`src/sv/vtis_pkg.sv`:
```
`timescale 1ns / 1ps
`default_nettype none

package vtis_pkg;

  typedef logic [7:0] byte_t;

  // Edit modes (edit_mode register)
  localparam logic [1:0] MODE_PASS  = 2'd0;
  localparam logic [1:0] MODE_ADD   = 2'd1;
  localparam logic [1:0] MODE_STRIP = 2'd2;
  localparam logic [1:0] MODE_RSVD  = 2'd3;   // no edit defined, handled as pass

  // Configuration register indexes
  localparam logic [1:0] REG_EDIT_MODE = 2'd0;
  localparam logic [1:0] REG_VLAN_ID   = 2'd1;
  localparam logic [1:0] REG_PRIORITY  = 2'd2;
  localparam logic [1:0] REG_TPID      = 2'd3;

  localparam int unsigned CFG_WIDTH  = 16;
  localparam int unsigned PEND_DEPTH = 6;   // most bytes one item can produce
  localparam int unsigned CNT_W      = $clog2(PEND_DEPTH + 1);

  localparam logic [15:0] TPID_RESET = 16'h8100;
  localparam logic [31:0] CRC_POLY   = 32'hEDB8_8320;
  localparam logic [31:0] CRC_INIT   = 32'hFFFF_FFFF;

  // Byte positions of interest in the frame header
  localparam logic [4:0] POS_TYPE_HI = 5'd12;
  localparam logic [4:0] POS_TYPE_LO = 5'd13;
  localparam logic [4:0] POS_TCI_HI  = 5'd14;
  localparam logic [4:0] POS_TCI_LO  = 5'd15;
  localparam logic [4:0] POS_SAT     = 5'd16;

  // Reflected CRC-32, one byte
  function automatic logic [31:0] crc32_byte(input logic [31:0] crc, input byte_t b);
    logic [31:0] c;
    c = crc ^ {24'd0, b};
    for (int k = 0; k < 8; k++) begin
      c = c[0] ? ((c >> 1) ^ CRC_POLY) : (c >> 1);
    end
    return c;
  endfunction

endpackage

`default_nettype wire

```
`src/sv/vlan_tag_insert_strip_fcs.sv`:
```
`timescale 1ns / 1ps
`default_nettype none

// Channel | Handshake             | Fields (lowest bit first)
// --------+-----------------------+--------------------------------------------------
// in      | in_tvalid/in_tready   | tdata: in_byte; tlast: in_last
// out     | out_tvalid/out_tready | tdata: byte, fcs; tuser: empty, changed; tlast: last
// cfg     | cfg_we                | cfg_addr picks edit_mode, vlan_id, priority_cfg, tpid
//
// One input item per cycle while unstalled. Each accepted item is decoded into a
// pending list of 0..6 bytes that drains one byte per cycle, while unstalled, into the
// output register, where the CRC is updated. The ethertype low byte releases the held
// high byte (six bytes on tag insertion); in_tready stays low until the last leaves.
// Synchronous active-low reset clears frame state, the pending list and out_tvalid.
// out_tready low stalls the output register and, through the pending list, input.

module vlan_tag_insert_strip_fcs (
  input  wire logic        clk,
  input  wire logic        rst_n,
  input  wire logic        in_tvalid,
  output logic             in_tready,
  input  wire logic [7:0]  in_tdata,   // in_byte[7:0]
  input  wire logic        in_tlast,
  output logic             out_tvalid,
  input  wire logic        out_tready,
  output logic [39:0]      out_tdata,  // out_byte[7:0], frame_fcs[39:8]
  output logic [1:0]       out_tuser,  // out_empty[0], frame_changed[1]
  output logic             out_tlast,
  input  wire logic        cfg_we,
  input  wire logic [1:0]  cfg_addr,
  input  wire logic [vtis_pkg::CFG_WIDTH-1:0] cfg_wdata
);

  // configuration registers
  logic [1:0]  edit_mode_r;
  logic [11:0] vlan_id_r;
  logic [2:0]  prio_r;
  logic [15:0] tpid_r;

  always_ff @(posedge clk) begin
    if (!rst_n) begin
      edit_mode_r <= vtis_pkg::MODE_PASS;
      vlan_id_r   <= '0;
      prio_r      <= '0;
      tpid_r      <= vtis_pkg::TPID_RESET;
    end else if (cfg_we) begin
      case (cfg_addr)
        vtis_pkg::REG_EDIT_MODE: edit_mode_r <= cfg_wdata[1:0];
        vtis_pkg::REG_VLAN_ID:   vlan_id_r   <= cfg_wdata[11:0];
        vtis_pkg::REG_PRIORITY:  prio_r      <= cfg_wdata[2:0];
        vtis_pkg::REG_TPID:      tpid_r      <= cfg_wdata;
        default: ;
      endcase
    end
  end

  // per-frame state
  logic [4:0]  pos_r;
  logic [7:0]  held_r;
  logic        tagged_r;
  logic        modified_r;
  logic [1:0]  mode_r;

  // pending list: bytes of the accepted item, entry 0 leaves next
  vtis_pkg::byte_t         pend_r [vtis_pkg::PEND_DEPTH];
  logic [vtis_pkg::CNT_W-1:0] pend_cnt_r;
  logic                    pend_last_r;   // item carried in_last
  logic                    pend_mod_r;    // frame_modified after that item

  // output register
  logic        out_valid_r;
  logic [7:0]  out_byte_r;
  logic        out_empty_r;
  logic        out_last_r;
  logic [31:0] out_fcs_r;
  logic        out_chg_r;
  logic [31:0] crc_r;

  // drain control
  logic out_free, pend_busy, move, move_final, in_acc;
  assign out_free   = !out_valid_r || out_tready;
  assign pend_busy  = (pend_cnt_r != '0) || pend_last_r;
  assign move       = pend_busy && out_free;
  // last entry (or the bare frame close) leaves this cycle
  assign move_final = move && (pend_cnt_r <= vtis_pkg::CNT_W'(1));
  assign in_tready  = !pend_busy || move_final;
  assign in_acc     = in_tvalid && in_tready;

  // decode of the incoming item
  vtis_pkg::byte_t         ld_b [vtis_pkg::PEND_DEPTH];
  logic [vtis_pkg::CNT_W-1:0] ld_cnt;
  logic        ld_mod;
  logic        tag_hit;
  logic [1:0]  cur_mode;
  logic [15:0] tci;
  logic [7:0]  b;

  always_comb begin
    b        = in_tdata;
    tci      = {prio_r, 1'b0, vlan_id_r};
    cur_mode = mode_r;
    if (pos_r == '0) begin
      cur_mode = (edit_mode_r == vtis_pkg::MODE_RSVD) ? vtis_pkg::MODE_PASS : edit_mode_r;
    end
    tag_hit = ({held_r, b} == tpid_r);
    for (int i = 0; i < vtis_pkg::PEND_DEPTH; i++) begin
      ld_b[i] = '0;
    end
    ld_b[0] = b;
    ld_cnt  = vtis_pkg::CNT_W'(1);
    ld_mod  = modified_r;
    if (pos_r == vtis_pkg::POS_TYPE_HI) begin
      // ethertype high byte waits for its partner unless the frame ends here
      ld_cnt = in_tlast ? vtis_pkg::CNT_W'(1) : '0;
    end else if (pos_r == vtis_pkg::POS_TYPE_LO) begin
      if (cur_mode == vtis_pkg::MODE_ADD && !tag_hit) begin
        ld_b[0] = tpid_r[15:8];
        ld_b[1] = tpid_r[7:0];
        ld_b[2] = tci[15:8];
        ld_b[3] = tci[7:0];
        ld_b[4] = held_r;
        ld_b[5] = b;
        ld_cnt  = vtis_pkg::CNT_W'(6);
        ld_mod  = 1'b1;
      end else if (cur_mode == vtis_pkg::MODE_STRIP && tag_hit) begin
        ld_cnt = '0;
        ld_mod = 1'b1;
      end else begin
        ld_b[0] = held_r;
        ld_b[1] = b;
        ld_cnt  = vtis_pkg::CNT_W'(2);
      end
    end else if (pos_r == vtis_pkg::POS_TCI_HI || pos_r == vtis_pkg::POS_TCI_LO) begin
      if (cur_mode == vtis_pkg::MODE_ADD && tagged_r) begin
        ld_b[0] = (pos_r == vtis_pkg::POS_TCI_HI) ? tci[15:8] : tci[7:0];
        ld_mod  = 1'b1;
      end else if (cur_mode == vtis_pkg::MODE_STRIP && tagged_r) begin
        ld_cnt = '0;
      end
    end
  end

  // frame state
  always_ff @(posedge clk) begin
    if (!rst_n) begin
      pos_r      <= '0;
      held_r     <= '0;
      tagged_r   <= 1'b0;
      modified_r <= 1'b0;
      mode_r     <= vtis_pkg::MODE_PASS;
    end else if (in_acc) begin
      if (in_tlast) begin
        pos_r      <= '0;
        held_r     <= '0;
        tagged_r   <= 1'b0;
        modified_r <= 1'b0;
        mode_r     <= vtis_pkg::MODE_PASS;
      end else begin
        pos_r      <= (pos_r < vtis_pkg::POS_SAT) ? pos_r + 5'd1 : vtis_pkg::POS_SAT;
        modified_r <= ld_mod;
        mode_r     <= cur_mode;
        if (pos_r == vtis_pkg::POS_TYPE_HI) held_r <= b;
        if (pos_r == vtis_pkg::POS_TYPE_LO) tagged_r <= tag_hit;
      end
    end
  end

  // pending list control
  always_ff @(posedge clk) begin
    if (!rst_n) begin
      pend_cnt_r  <= '0;
      pend_last_r <= 1'b0;
      pend_mod_r  <= 1'b0;
    end else if (in_acc) begin
      pend_cnt_r  <= ld_cnt;
      pend_last_r <= in_tlast;
      pend_mod_r  <= ld_mod;
    end else if (move) begin
      if (pend_cnt_r != '0) pend_cnt_r <= pend_cnt_r - vtis_pkg::CNT_W'(1);
      if (move_final) pend_last_r <= 1'b0;
    end
  end

  // pending payload
  always_ff @(posedge clk) begin
    if (in_acc) begin
      for (int i = 0; i < vtis_pkg::PEND_DEPTH; i++) pend_r[i] <= ld_b[i];
    end else if (move) begin
      for (int i = 0; i < vtis_pkg::PEND_DEPTH - 1; i++) pend_r[i] <= pend_r[i+1];
    end
  end

  // output stage with running CRC
  logic [31:0] crc_nxt;
  logic        close_only;
  logic        end_here;
  assign crc_nxt    = vtis_pkg::crc32_byte(crc_r, pend_r[0]);
  assign close_only = (pend_cnt_r == '0);          // frame ended inside dropped bytes
  assign end_here   = move_final && pend_last_r;

  always_ff @(posedge clk) begin
    if (!rst_n) begin
      out_valid_r <= 1'b0;
      crc_r       <= vtis_pkg::CRC_INIT;
    end else if (move) begin
      out_valid_r <= 1'b1;
      if (end_here) begin
        crc_r <= vtis_pkg::CRC_INIT;
      end else if (!close_only) begin
        crc_r <= crc_nxt;
      end
    end else if (out_tready) begin
      out_valid_r <= 1'b0;
    end
  end

  always_ff @(posedge clk) begin
    if (move) begin
      out_byte_r  <= close_only ? 8'd0 : pend_r[0];
      out_empty_r <= close_only;
      out_last_r  <= end_here;
      out_fcs_r   <= end_here ? ~(close_only ? crc_r : crc_nxt) : 32'd0;
      out_chg_r   <= end_here && pend_mod_r;
    end
  end

  assign out_tvalid = out_valid_r;
  assign out_tdata  = {out_fcs_r, out_byte_r};
  assign out_tuser  = {out_chg_r, out_empty_r};
  assign out_tlast  = out_last_r;

endmodule

`default_nettype wire

```
`config.mk`:
```
export PLATFORM = sky130hd
export DESIGN_NAME = vlan_tag_insert_strip_fcs
export DESIGN_NICKNAME = d
export VERILOG_FILES = /design/src/sv/vtis_pkg.sv /design/src/sv/vlan_tag_insert_strip_fcs.sv
export SDC_FILE = /design/constraint.sdc
export NUM_CORES = 1
export LEC_CHECK = 0
export BUFFER_PORTS_ARGS = -buffer_cell sky130_fd_sc_hd__buf_4
export CAP_MARGIN = 20
export CORE_MARGIN = 2
export CORE_UTILIZATION = 42
export CTS_BUF_LIST = sky130_fd_sc_hd__clkbuf_16
export CTS_CLUSTER_DIAMETER = 50
export CTS_CLUSTER_SIZE = 16
export DETAILED_ROUTE_END_ITERATION = 6
export GPL_TIMING_DRIVEN = 0
export SYNTH_ARGS = -nofsm -noshare
export SYNTH_HDL_FRONTEND = slang
export SYNTH_SLANG_ARGS = --single-unit
```
`constraint.sdc`:
```
create_clock -name clk -period 3.4 [get_ports clk]
set_input_delay 0.68 -clock clk [delete_from_list [all_inputs] [get_ports clk]]
set_output_delay 0.68 -clock clk [all_outputs]
set_load 0.02 [all_outputs]
```
Word-level counts from Yosys, hierarchy flattened
Memory sizes are Yosys's and may differ from the RTL's. Cells that the tools add are included.

Flip-flop bits (word level): 131. Bits in latches: 0. RAM bits: 48. ROM bits: 0. Input port bits: 32. Output and inout bits: 45. Word-level logic and storage cells: 145. Memories: 1.

Memories: pend_r (depth 6, width 8, rd ports 6, clocked after memory_dff 0, write ports 6, line vlan_tag_insert_strip_fcs.sv:65) `vtis_pkg::byte_t pend_r [vtis_pkg::PEND_DEPTH];`.

Add/subtract/negate cells: 2. $mul: 0. Divide/modulo/power cells: 0. Magnitude comparators: 2. Equality and inequality tests: 11. Shifts and indexed selects: 0. Mux-type cells: 61. Bitwise logic cells: 15. Reduce and logical (&&, ||, !) cells: 34.

Operator list (count): two-way mux 32 bit (11); inverter 13 -> 14 bit (8); two-way mux 8 bit (11); two-way mux 48 bit (1); two-way mux 40 bit (1); two-way mux 16 bit (2); inverter 32 bit (1); XOR 32 x 8 -> 32 bit (1); two-way mux 1 bit (23); == test 5 x 4 -> 1 bit, second input constant (4); two-way mux 3 bit (6); == test 16 bit (1); AND reduction 2 bit (8); nonzero test 2 bit (6); two-way mux 5 bit (2); logical AND 1 bit (9); == test 2 bit, second input constant (4); two-way mux 2 bit (4); adder 5 x 1 -> 5 bit, second input constant (1); logical NOT 5 bit (1); < comparator 5 bit, second input constant (1); bitwise OR 1 bit (5); == test 2 x 1 -> 1 bit, second input constant (2); logical OR 1 bit (4); other kinds (6) (8).

Longest topological paths before layout
Gate-level depths: netlist of the first run. An unclocked memory read counts as a cell.

Word-level depth: 20. Mapped depth: 12. Mapped depth without buffers: 10.

Worst setup path after synthesis of the first run
No wires, ideal clock.

Path type: input-to-reg. From: input out_tready. To: memory pend_r[0][0] (netlist name), enable pin. Setup time: 0.398 ns. Arrival: 2.816 ns. Data required time: 3.002 ns. Path slack: 0.186 ns. Stages: 5. Path buffers: 1. Cell sequence: nor2b_1 > o32ai_1 > nand2_1 > clkbuf_1 > nand2_1.

RTL lines: start: declaration (line vlan_tag_insert_strip_fcs.sv:25) `input wire logic out_tready,`; end: declaration (line vlan_tag_insert_strip_fcs.sv:65).

==> impl_metrics.ini, run 1 <==
[yosys]
seq_area_frac_synth_pct = 52.63
synth_edf_count = 91
syn_inst = 831
syn_area_per_cell_sq_um = 10.28
synth_nets = 870
ys_ff_latch = 179
synth_cell_types = 64
synthArstFlopShare_pct = 0
synth-main-ff-cell = edfxtp_1
syn_area_sq_mm = 0.008539
ys_warn_count = 0

[final_layout]
drive_gt1_share_pct = 15.34
fill_cells = 1903
seqCellArea_sq_mm = 0.004494
multi_input_area_sq_mm = 0.003799
fin_cells = 1209
nNetsFinal = 965
antenna_cells = 0
area_growth_pct = 17.16

[power_and_ir_drop]
p_comb_share_pct = 55.0
clkPwrFrac_pct = 14.9
switchingPower_uw = 5183
p_per_area_mw_per_mm2 = 1208
switching_share_pct = 42.87
p_int_uw = 6907
leakagePower_uw = 0.003827
ir_drop_v = 0.0005368
power.total_uw = 12090
seqPwrFrac_pct = 30.1

[clock_tree]
cts_sinks = 179
post_cts_resized = 0
clk_latency_ns = 0.44
cts.clk_slew.worst_paths_ns = 0.06
numCtsBuffers = 17
cts_tree = done
cts_max_level = 4
cts_setup_buffers = 0
cts_buffer_depth = 2
ctsHoldBuffers = 0
cts_root_buffer = clkbuf_16

[global_routing]
grt-ovfl-total = 0
grt_max_degree = 41
grt_pass1_wl_microns = 35180
grt_usage_pct = 21.42
grt_antenna_before_repair = 0
grt_pass1_vias = 6233

[drt]
dr.pass1.iters = 5
wl_per_cell_microns = 18.79
ant_nets = 0
routed_wl_microns = 22720
vias = 6571
first_iter_violations = 731
via_per_inst = 5.435
drc = 0

[worst_hold_path]
holdPathStages = 2
hold_path.startpoint = modified_r
min_path_type = reg -> reg
holdPathEnd = modified_r

[sta]
finClkSkew_ns = 0.01669
max_freq_ghz = 0.3330
period_needed_ns = 3.003
hold_viol_final = 0
worstMarginPinSlew_ns = 0.9375
drv_slew = 0
finalCritPeriodShare_pct = 88.33
rsz0062_at_grt = false
setup_viol = 0
maxSlewHeadroom_pct = 37.28

[critical_path]
start_kind = flop
setup.worst_path.end_class = flop
crit_chain = inv_1 -> ha_1 -> or4b_1 -> buf_2 -> mux2_4 -> nand2b_1 -> nor3_1 -> clkbuf_1 -> a22o_1
cp.buffers_inverters = 3
max_stage_delay_ns = 0.49
worstSetupPathType = reg -> reg
crit_family = simple AND/OR/NAND/NOR gates
crit_path_top_delay_cell = clkbuf_1
reg2reg_slack_ns = 0.40
crit_arrival_ns = 3.29
critical_path_required_ns = 3.69
cp_max_fo = 10
rr_startpoint = pos_r[0]
r2r_cells = 9
r2r_end = pend_r[0][35]

[place]
place_inst = 1178
gp_congestion = 0.9191
port_buffers = 76
dp.final_hpwl_microns = 16730

[die]
dieArea_sq_mm = 0.02149
floorplan.initialDensity_pct = 42.48
rows = 52
die_height_microns = 146.6
ios = 77
core_area_sq_mm = 0.02010
die_x_microns = 146.6

[flow_run]
drv_cap = 0

[outcome]
outcome = finished clean
## worst register-to-register path, stage by stage (launching register included)
cell      delay [ns]
dfxtp_1         0.36
inv_1           0.10
ha_1            0.24
or4b_1          0.44
buf_2           0.17
mux2_4          0.28
nand2b_1        0.11
nor3_1          0.46
clkbuf_1        0.49
a22o_1          0.23
## layout make-up
| cell class | instances | area share [%] |
|---|---|---|
| Clock inverter | 15 | 1.038 |
| Clock buffer | 17 | 4.252 |
| Inverter | 14 | 0.5253 |
| Sequential cell | 179 | 44.92 |
| Timing Repair Buffer | 77 | 5.978 |
| Tap cell | 270 | 3.377 |
| Buffer | 46 | 1.938 |
| Multi-Input combinational cell | 591 | 37.97 |
## stage by stage
step	worst slack (ns)	area (sq um)	TNS (ns)	utilization [%]	hold slack [ns]
4_1_cts	0.1773	10010	0	49.78	0.4640
3_3_place_gp	-0.5007	9448	-30.45	46.99	0.4433
3_5_place_dp	0.03583	9479	0	47.15	0.4536
6_report	0.3967	10000	0	49.76	0.4627
5_1_grt	0.06065	10000	0	49.76	0.4954
2_1_floorplan	0.1864	8539	0	-	0.4313
## cell usage in the layout, fill, tap and decap left out, drive strengths merged, types with 9 or more instances in the layout
master,n
clkbuf,52
and3,20
buf,88
nor3,9
dfxtp,88
a21oi,49
nor2,59
a22oi,9
inv,25
o22ai,21
a22o,23
xor2,24
nand2,138
xnor2,64
o21ai,12
mux2,16
edfxtp,91
and2,27
## worst max-delay path by stage
| stage | startpoint | to | slack (ns) | depth (start not counted) |
|---|---|---|---|---|
| after CTS | pend_cnt_r[0] | held_r[4] | 0.18 | 11 |
| after global placement | pend_cnt_r[0] | pend_last_r | -0.50 | 11 |
| final | pos_r[0] | pend_r[0][35] | 0.40 | 9 |
| after global routing | pend_cnt_r[0] | pend_r[0][24] | 0.06 | 8 |
| after detailed placement | out_tready | held_r[4] | 0.04 | 9 |
| after floorplan | out_tready | pend_r[0][0] | 0.19 | 5 |
## per-layer routing
metal | vias up | GRT usage [%] | wire, microns
li1 | 3159 | - | -
met1 | 3170 | 29.38 | 10460
met2 | 209 | 34.53 | 10770
met5 | - | 0 | 0
met4 | 0 | 6.942 | 458
met3 | 33 | 3.813 | 1031
## Yosys cell counts, types with 13 or more instances
cell type / instances / area share, %
a21oi_1: 48 / 2.8
a22o_1: 23 / 2.4
and2_1: 27 / 2.0
and3_1: 20 / 1.5
clkbuf_1: 36 / 1.6
dfxtp_1: 88 / 21
edfxtp_1: 91 / 32
inv_1: 13 / 0.57
mux2_2: 14 / 1.8
nand2_1: 138 / 6.1
nor2_1: 59 / 2.6
o22ai_1: 21 / 1.5
xnor2_1: 58 / 5.9
xor2_1: 23 / 2.4
## registers in the layout, summed over array words and instances, names as in the netlist, 3 cells and up
name        count
vlan_id_r      12
tpid_r         16
out_byte_r      8
pos_r           5
crc_r          32
out_fcs_r      32
pend_r         48
prio_r          3
held_r          8
pend_cnt_r      3
## logic make-up (layout without fill, tap and decap cells)
group,after synthesis,after routing,synth area share [%]
adders and majority gates,7,7,1.026
xor gates and xnor gates,89,89,9.905
DFF,179,179,52.63
buffers and inverters,61,169,2.916
AOI/OAI and AO/OA,169,169,13.86
and+or+nand+nor,302,302,16.53
muxes,24,24,3.136
## power groups by stage
stage          sequential (uW)  combinational (uW)  clock [uW]
6_report                  3640                6650        1810
3_3_place_gp              3700                6520           0
5_1_grt                   3700                7290        1910
4_1_cts                   3640                6670        1820
2_1_floorplan             3920                4600           0
3_5_place_dp              3690                6630           0
(Power assumes the default switching activity.)
==> inputs of run 2 (changes only) <==
--- a/config.mk
+++ b/config.mk
@@ -5,6 +5,7 @@
 export SDC_FILE = /design/constraint.sdc
 export NUM_CORES = 1
 export LEC_CHECK = 0
+export ABC_AREA = 0
 export BUFFER_PORTS_ARGS = -buffer_cell sky130_fd_sc_hd__buf_4
 export CAP_MARGIN = 20
 export CORE_MARGIN = 2
==> constraint.sdc (replaced) <==
create_clock -name clk -period 3 [get_ports clk]
set_input_delay 0.6 -clock clk [delete_from_list [all_inputs] [get_ports clk]]
set_output_delay 0.6 -clock clk [all_outputs]
set_load 0.02 [all_outputs]
==> impl_metrics.ini, run 2 (synthesized netlist as in run 1, its figures left out) <==
[worst_hold_path]
holdPathEnd = tpid_r[15]
holdPathStages = 3
hold_path.startpoint = cfg_wdata[15]
min_path_type = in -> reg

[sta]
period_needed_ns = 2.872
drv_slew = 0
maxSlewHeadroom_pct = 48.84
rsz0062_at_grt = false
hold_viol_final = 0
whs_ns = 0.3828
finalCritPeriodShare_pct = 95.74
worstMarginPinSlew_ns = 0.7619
finClkSkew_ns = 0.009081
setup_viol = 0
fin_setup_tns_ns = 0
max_freq_ghz = 0.3482

[drt]
via_per_inst = 5.366
vias = 6488
ant_nets = 0
drc = 0
dr.pass1.iters = 5
routed_wl_microns = 22560
wl_per_cell_microns = 18.66
first_iter_violations = 652

[outcome]
outcome = finished clean

[final_layout]
mostFrequentLayoutCell = nand2_1
multi_input_area_sq_mm = 0.003810
final_cell_mix = nand2_1, edfxtp_1, dfxtp_1
largest_reg_flops = 48
largest-register = pend_r
reg_top3 = pend_r (48), crc_r (32), out_fcs_r (32)
fill_cells = 1881
seqCellArea_sq_mm = 0.004494
nNetsFinal = 965
antenna_cells = 0
area_growth_pct = 18.15
drive_gt1_share_pct = 16.40

[global_routing]
grt_pass1_wl_microns = 34820
grt_max_degree = 41
grt_usage_pct = 21.29
grt-ovfl-total = 0
grt_antenna_before_repair = 0
grt_pass1_vias = 6179

[critical_path]
rr_startpoint = pos_r[1]
critical_path_required_ns = 3.24
cp_max_fo = 9
setup.worst_path.end_class = flop
reg2reg_slack_ns = 0.13
r2r_cells = 8
crit_chain = inv_1 -> ha_1 -> or4b_1 -> buf_2 -> mux2_4 -> a31oi_1 -> a221oi_1 -> a21oi_1
start_kind = flop
r2r_end = pend_r[0][2]
worstSetupPathType = reg -> reg
crit_path_top_delay_cell = a31oi_1
max_stage_delay_ns = 0.54
crit_arrival_ns = 3.11

[die]
core_area_sq_mm = 0.02010
rows = 52
die_height_microns = 146.6
dieArea_sq_mm = 0.02149
die_x_microns = 146.6
floorplan.initialDensity_pct = 42.48
ios = 77

[place]
dp.final_hpwl_microns = 16720
port_buffers = 76
gp_congestion = 0.9141

[clock_tree]
cts_buffer_depth = 2
ctsHoldBuffers = 0
cts_root_buffer = clkbuf_16
cts_max_level = 4
cts.clk_slew.worst_paths_ns = 0.07
cts_tree = done
clk_latency_ns = 0.44
numCtsBuffers = 17
cts_setup_buffers = 0
cts_sinks = 179

[flow_run]
drv_cap = 0

[power_and_ir_drop]
p_per_area_mw_per_mm2 = 1380
leakagePower_uw = 0.003862
ir_drop_v = 0.0007128
[run 2: cell count changes in the layout (fill, tap and decap cells not counted), moves of 2 or more]
cell,before,now
clkbuf_1,34,29
clkbuf_2,1,6
clkbuf_16,17,20
inv_1,16,13
clkinv_2,2,0
inv_6,4,6
[run 2: worst max path at each step]
| stage | from | to | slack, ns | cells after the start |
|---|---|---|---|---|
| CTS | pend_cnt_r[1] | held_r[5] | 0.03 | 9 |
| global placement | out_tready | held_r[0] | -0.35 | 9 |
| detailed placement | out_tready | held_r[5] | -0.39 | 9 |
| floorplan | out_tready | held_r[7] | 0.11 | 8 |
| finish | pos_r[1] | pend_r[0][2] | 0.13 | 8 |
| global route | pos_r[0] | pend_r[0][2] | 0.04 | 8 |
[run 2: cell type report]
| cell class | count | share of cell area (%) |
|---|---|---|
| Timing Repair Buffer | 77 | 5.853 |
| Inverter | 14 | 0.5580 |
| Sequential cell | 179 | 44.54 |
| Tap cell | 270 | 3.348 |
| Clock buffer | 20 | 4.960 |
| Buffer | 46 | 1.984 |
| Clock inverter | 12 | 0.9921 |
| Multi-Input combinational cell | 591 | 37.76 |
[run 2: power breakdown]
| group | internal, uW | total, uW | leakage [uW] | switching, uW |
|---|---|---|---|---|
| clock | 1240 | 2260 | 0.000304 | 1020 |
| combinational | 3030 | 7560 | 0.00190 | 4540 |
| sequential | 3720 | 4100 | 0.00166 | 379 |
| total | 7980 | 13900 | 0.00386 | 5940 |
[run 2: timing repair]
item	CTS	global route
gates resized for setup	1	13
hold endpoints to repair	0	0
setup endpoints to repair	48	29
[run 2: routing by layer]
layer | part of all wire [%] | wire length, microns | up-vias | track usage [%]
li1 | - | - | 3168 | -
met1 | 45 | 10240 | 3033 | 29.21
met2 | 46 | 10400 | 244 | 33.76
met3 | 5.9 | 1327 | 43 | 4.094
met4 | 2.6 | 588 | 0 | 7.476
met5 | 0 | 0 | - | 0
[run 2: through the flow]
stage | setup WS (ns) | util (%) | instance area, sq um | cells | power, uW
floorplan | 0.1144 | - | 8543 | 831 | 9645
global placement | -0.3477 | 47.01 | 9452 | 1177 | 11570
detailed placement | -0.3937 | 47.11 | 9472 | 1178 | 11660
CTS | 0.03082 | 50.11 | 10070 | 1209 | 13960
global route | 0.03910 | 50.19 | 10090 | 1209 | 14840
finish | 0.1279 | 50.19 | 10090 | 1209 | 13920
[run 2: worst max-delay path: cells and delay by family (launching register included)]
kind,cells,cell delay [ns]
fa+ha+maj,1,0.23
flops,1,0.35
buf+inv,2,0.27
mux,1,0.36
simple gates,1,0.44
compound gates,3,1.01
==> inputs of run 3 (changes only) <==
--- a/config.mk
+++ b/config.mk
@@ -8,13 +8,14 @@
 export ABC_AREA = 0
 export BUFFER_PORTS_ARGS = -buffer_cell sky130_fd_sc_hd__buf_4
 export CAP_MARGIN = 20
-export CORE_MARGIN = 2
+export CORE_MARGIN = 5
 export CORE_UTILIZATION = 42
 export CTS_BUF_LIST = sky130_fd_sc_hd__clkbuf_16
 export CTS_CLUSTER_DIAMETER = 50
 export CTS_CLUSTER_SIZE = 16
 export DETAILED_ROUTE_END_ITERATION = 6
 export GPL_TIMING_DRIVEN = 0
+export HOLD_SLACK_MARGIN = 0.03
 export SYNTH_ARGS = -nofsm -noshare
 export SYNTH_HDL_FRONTEND = slang
 export SYNTH_SLANG_ARGS = --single-unit
==> constraint.sdc (replaced) <==
create_clock -name clk -period 2.57 [get_ports clk]
set_input_delay 0.514 -clock clk [delete_from_list [all_inputs] [get_ports clk]]
set_output_delay 0.514 -clock clk [all_outputs]
set_load 0.02 [all_outputs]
==> impl_metrics.ini, run 3 (synthesized netlist as in run 1, its figures left out) <==
[outcome]
outcome = finished clean

[clock_tree]
cts.clk_slew.worst_paths_ns = 0.07
numCtsBuffers = 17
cts_tree = done
clk_latency_ns = 0.44
cts_sinks = 179
cts_max_level = 4
cts_buffer_depth = 2
cts_root_buffer = clkbuf_16

[critical_path]
crit_arrival_ns = 2.83
worstSetupPathType = reg -> reg
cp_max_fo = 8
start_kind = flop
critical_path_required_ns = 2.87
setup.worst_path.end_class = flop

[drt]
drc = 0
ant_nets = 0
dr.pass1.iters = 5
via_per_inst = 5.339
vias = 6482
first_iter_violations = 461
routed_wl_microns = 23040
wl_per_cell_microns = 18.98

[final_layout]
antenna_cells = 0
area_growth_pct = 20.97
largest_reg_flops = 48
largest-register = pend_r
nNetsFinal = 970
drive_gt1_share_pct = 20.44
final_cell_mix = nand2_1, edfxtp_1, dfxtp_1
final_core_util_pct = 51.38
fin_area_sq_mm = 0.01033
reg_top3 = pend_r (48), crc_r (32), out_fcs_r (32)
mostFrequentLayoutCell = nand2_1
fin_cells = 1214

[sta]
period_needed_ns = 2.537
hold_viol_final = 0
fin_setup_tns_ns = 0
worstMarginPinSlew_ns = 0.6913
max_freq_ghz = 0.3942
drv_slew = 0
rsz0062_at_grt = true
setup_viol = 0
finalCritPeriodShare_pct = 98.72
finClkSkew_ns = 0.01357
maxSlewHeadroom_pct = 53.58

[die]
floorplan.initialDensity_pct = 42.48
dieArea_sq_mm = 0.02328
rows = 52
ios = 77
die_x_microns = 152.6
core_area_sq_mm = 0.02010
die_height_microns = 152.6

[global_routing]
grt_pass1_wl_microns = 35920
grt_max_degree = 41
grt_antenna_before_repair = 0
grt_usage_pct = 19.75
grt_pass1_vias = 6368
grt-ovfl-total = 0

[place]
post_dp_cell_area_sq_mm = 0.009493
gp_congestion = 0.8574
port_buffers = 76
place_inst = 1178
dp.final_hpwl_microns = 17020

[power_and_ir_drop]
leakagePower_uw = 0.003965
ir_drop_v = 0.0007301
power.total_uw = 16420
p_per_area_mw_per_mm2 = 1590

[flow_run]
drv_cap = 0

[worst_hold_path]
min_path_type = in -> reg
## run 3: cell types whose count changed in the layout (fill, tap and decap cells not counted), sizes merged
cell      before  now
inv           24   26
buf           88   92
clkinvlp       1    0
clkbuf        55   54
mux2          16   17
## run 3: worst paths after layout
path                                 endpoint     startpoint  slack [ns]  cells past startpoint
worst max register to register  pend_r[0][12]       pos_r[0]        0.03                      9
worst max-delay path            pend_r[0][12]       pos_r[0]        0.03                      9
worst min-delay path               tpid_r[15]  cfg_wdata[15]        0.30                      3
worst min register to register     modified_r     modified_r        0.46                      2
## run 3: metrics by stage
stage | worst slack (ns) | hold WS (ns)
2_1_floorplan | 0.09061 | 0.4313
3_3_place_gp | -0.3359 | 0.4443
3_5_place_dp | -0.3481 | 0.4530
4_1_cts | 0.001784 | 0.2845
5_1_grt | -0.04751 | 0.2948
6_report | 0.03291 | 0.3012
## run 3: worst max-delay path: stages (launching register included)
cell	delay (ns)
dfxtp_4	0.37
inv_4	0.07
ha_4	0.13
or4b_4	0.45
buf_6	0.15
mux2_4	0.35
mux2_4	0.36
nor3_4	0.21
buf_6	0.15
a221o_1	0.15
## run 3: power by group
group | internal [uW] | switching, uW
combinational | 3740 | 5340
clock | 1370 | 1160
sequential | 4340 | 472
## run 3: metal layers
metal | routed length, microns | GRT usage [%] | vias up
li1 | - | - | 3184
met1 | 10450 | 26.71 | 3090
met2 | 10920 | 32.33 | 182
met3 | 1284 | 4.033 | 26
met4 | 393 | 5.643 | 0
met5 | 0 | 0 | -
## run 3: final cells by class
cell class,count,area [sq um]
repair buffers,82,639.4
well taps,270,337.8
fillers,1835,9774
clock inverters,13,90.09
clock buffers,19,475.5
flip-flops and latches,179,4502
multi-input cells,592,3989
plain buffers,45,241.5
inverters,14,55.05
## run 3: what timing repair did
| item | CTS | global route |
|---|---|---|
| setup buffers | 1 | 4 |
| hold buffers | 0 | 0 |
| setup endpoints to repair | 136 | 126 |
| gates cloned | 1 | 0 |
| pin swaps | 2 | 3 |
| gates resized for setup | 32 | 42 |
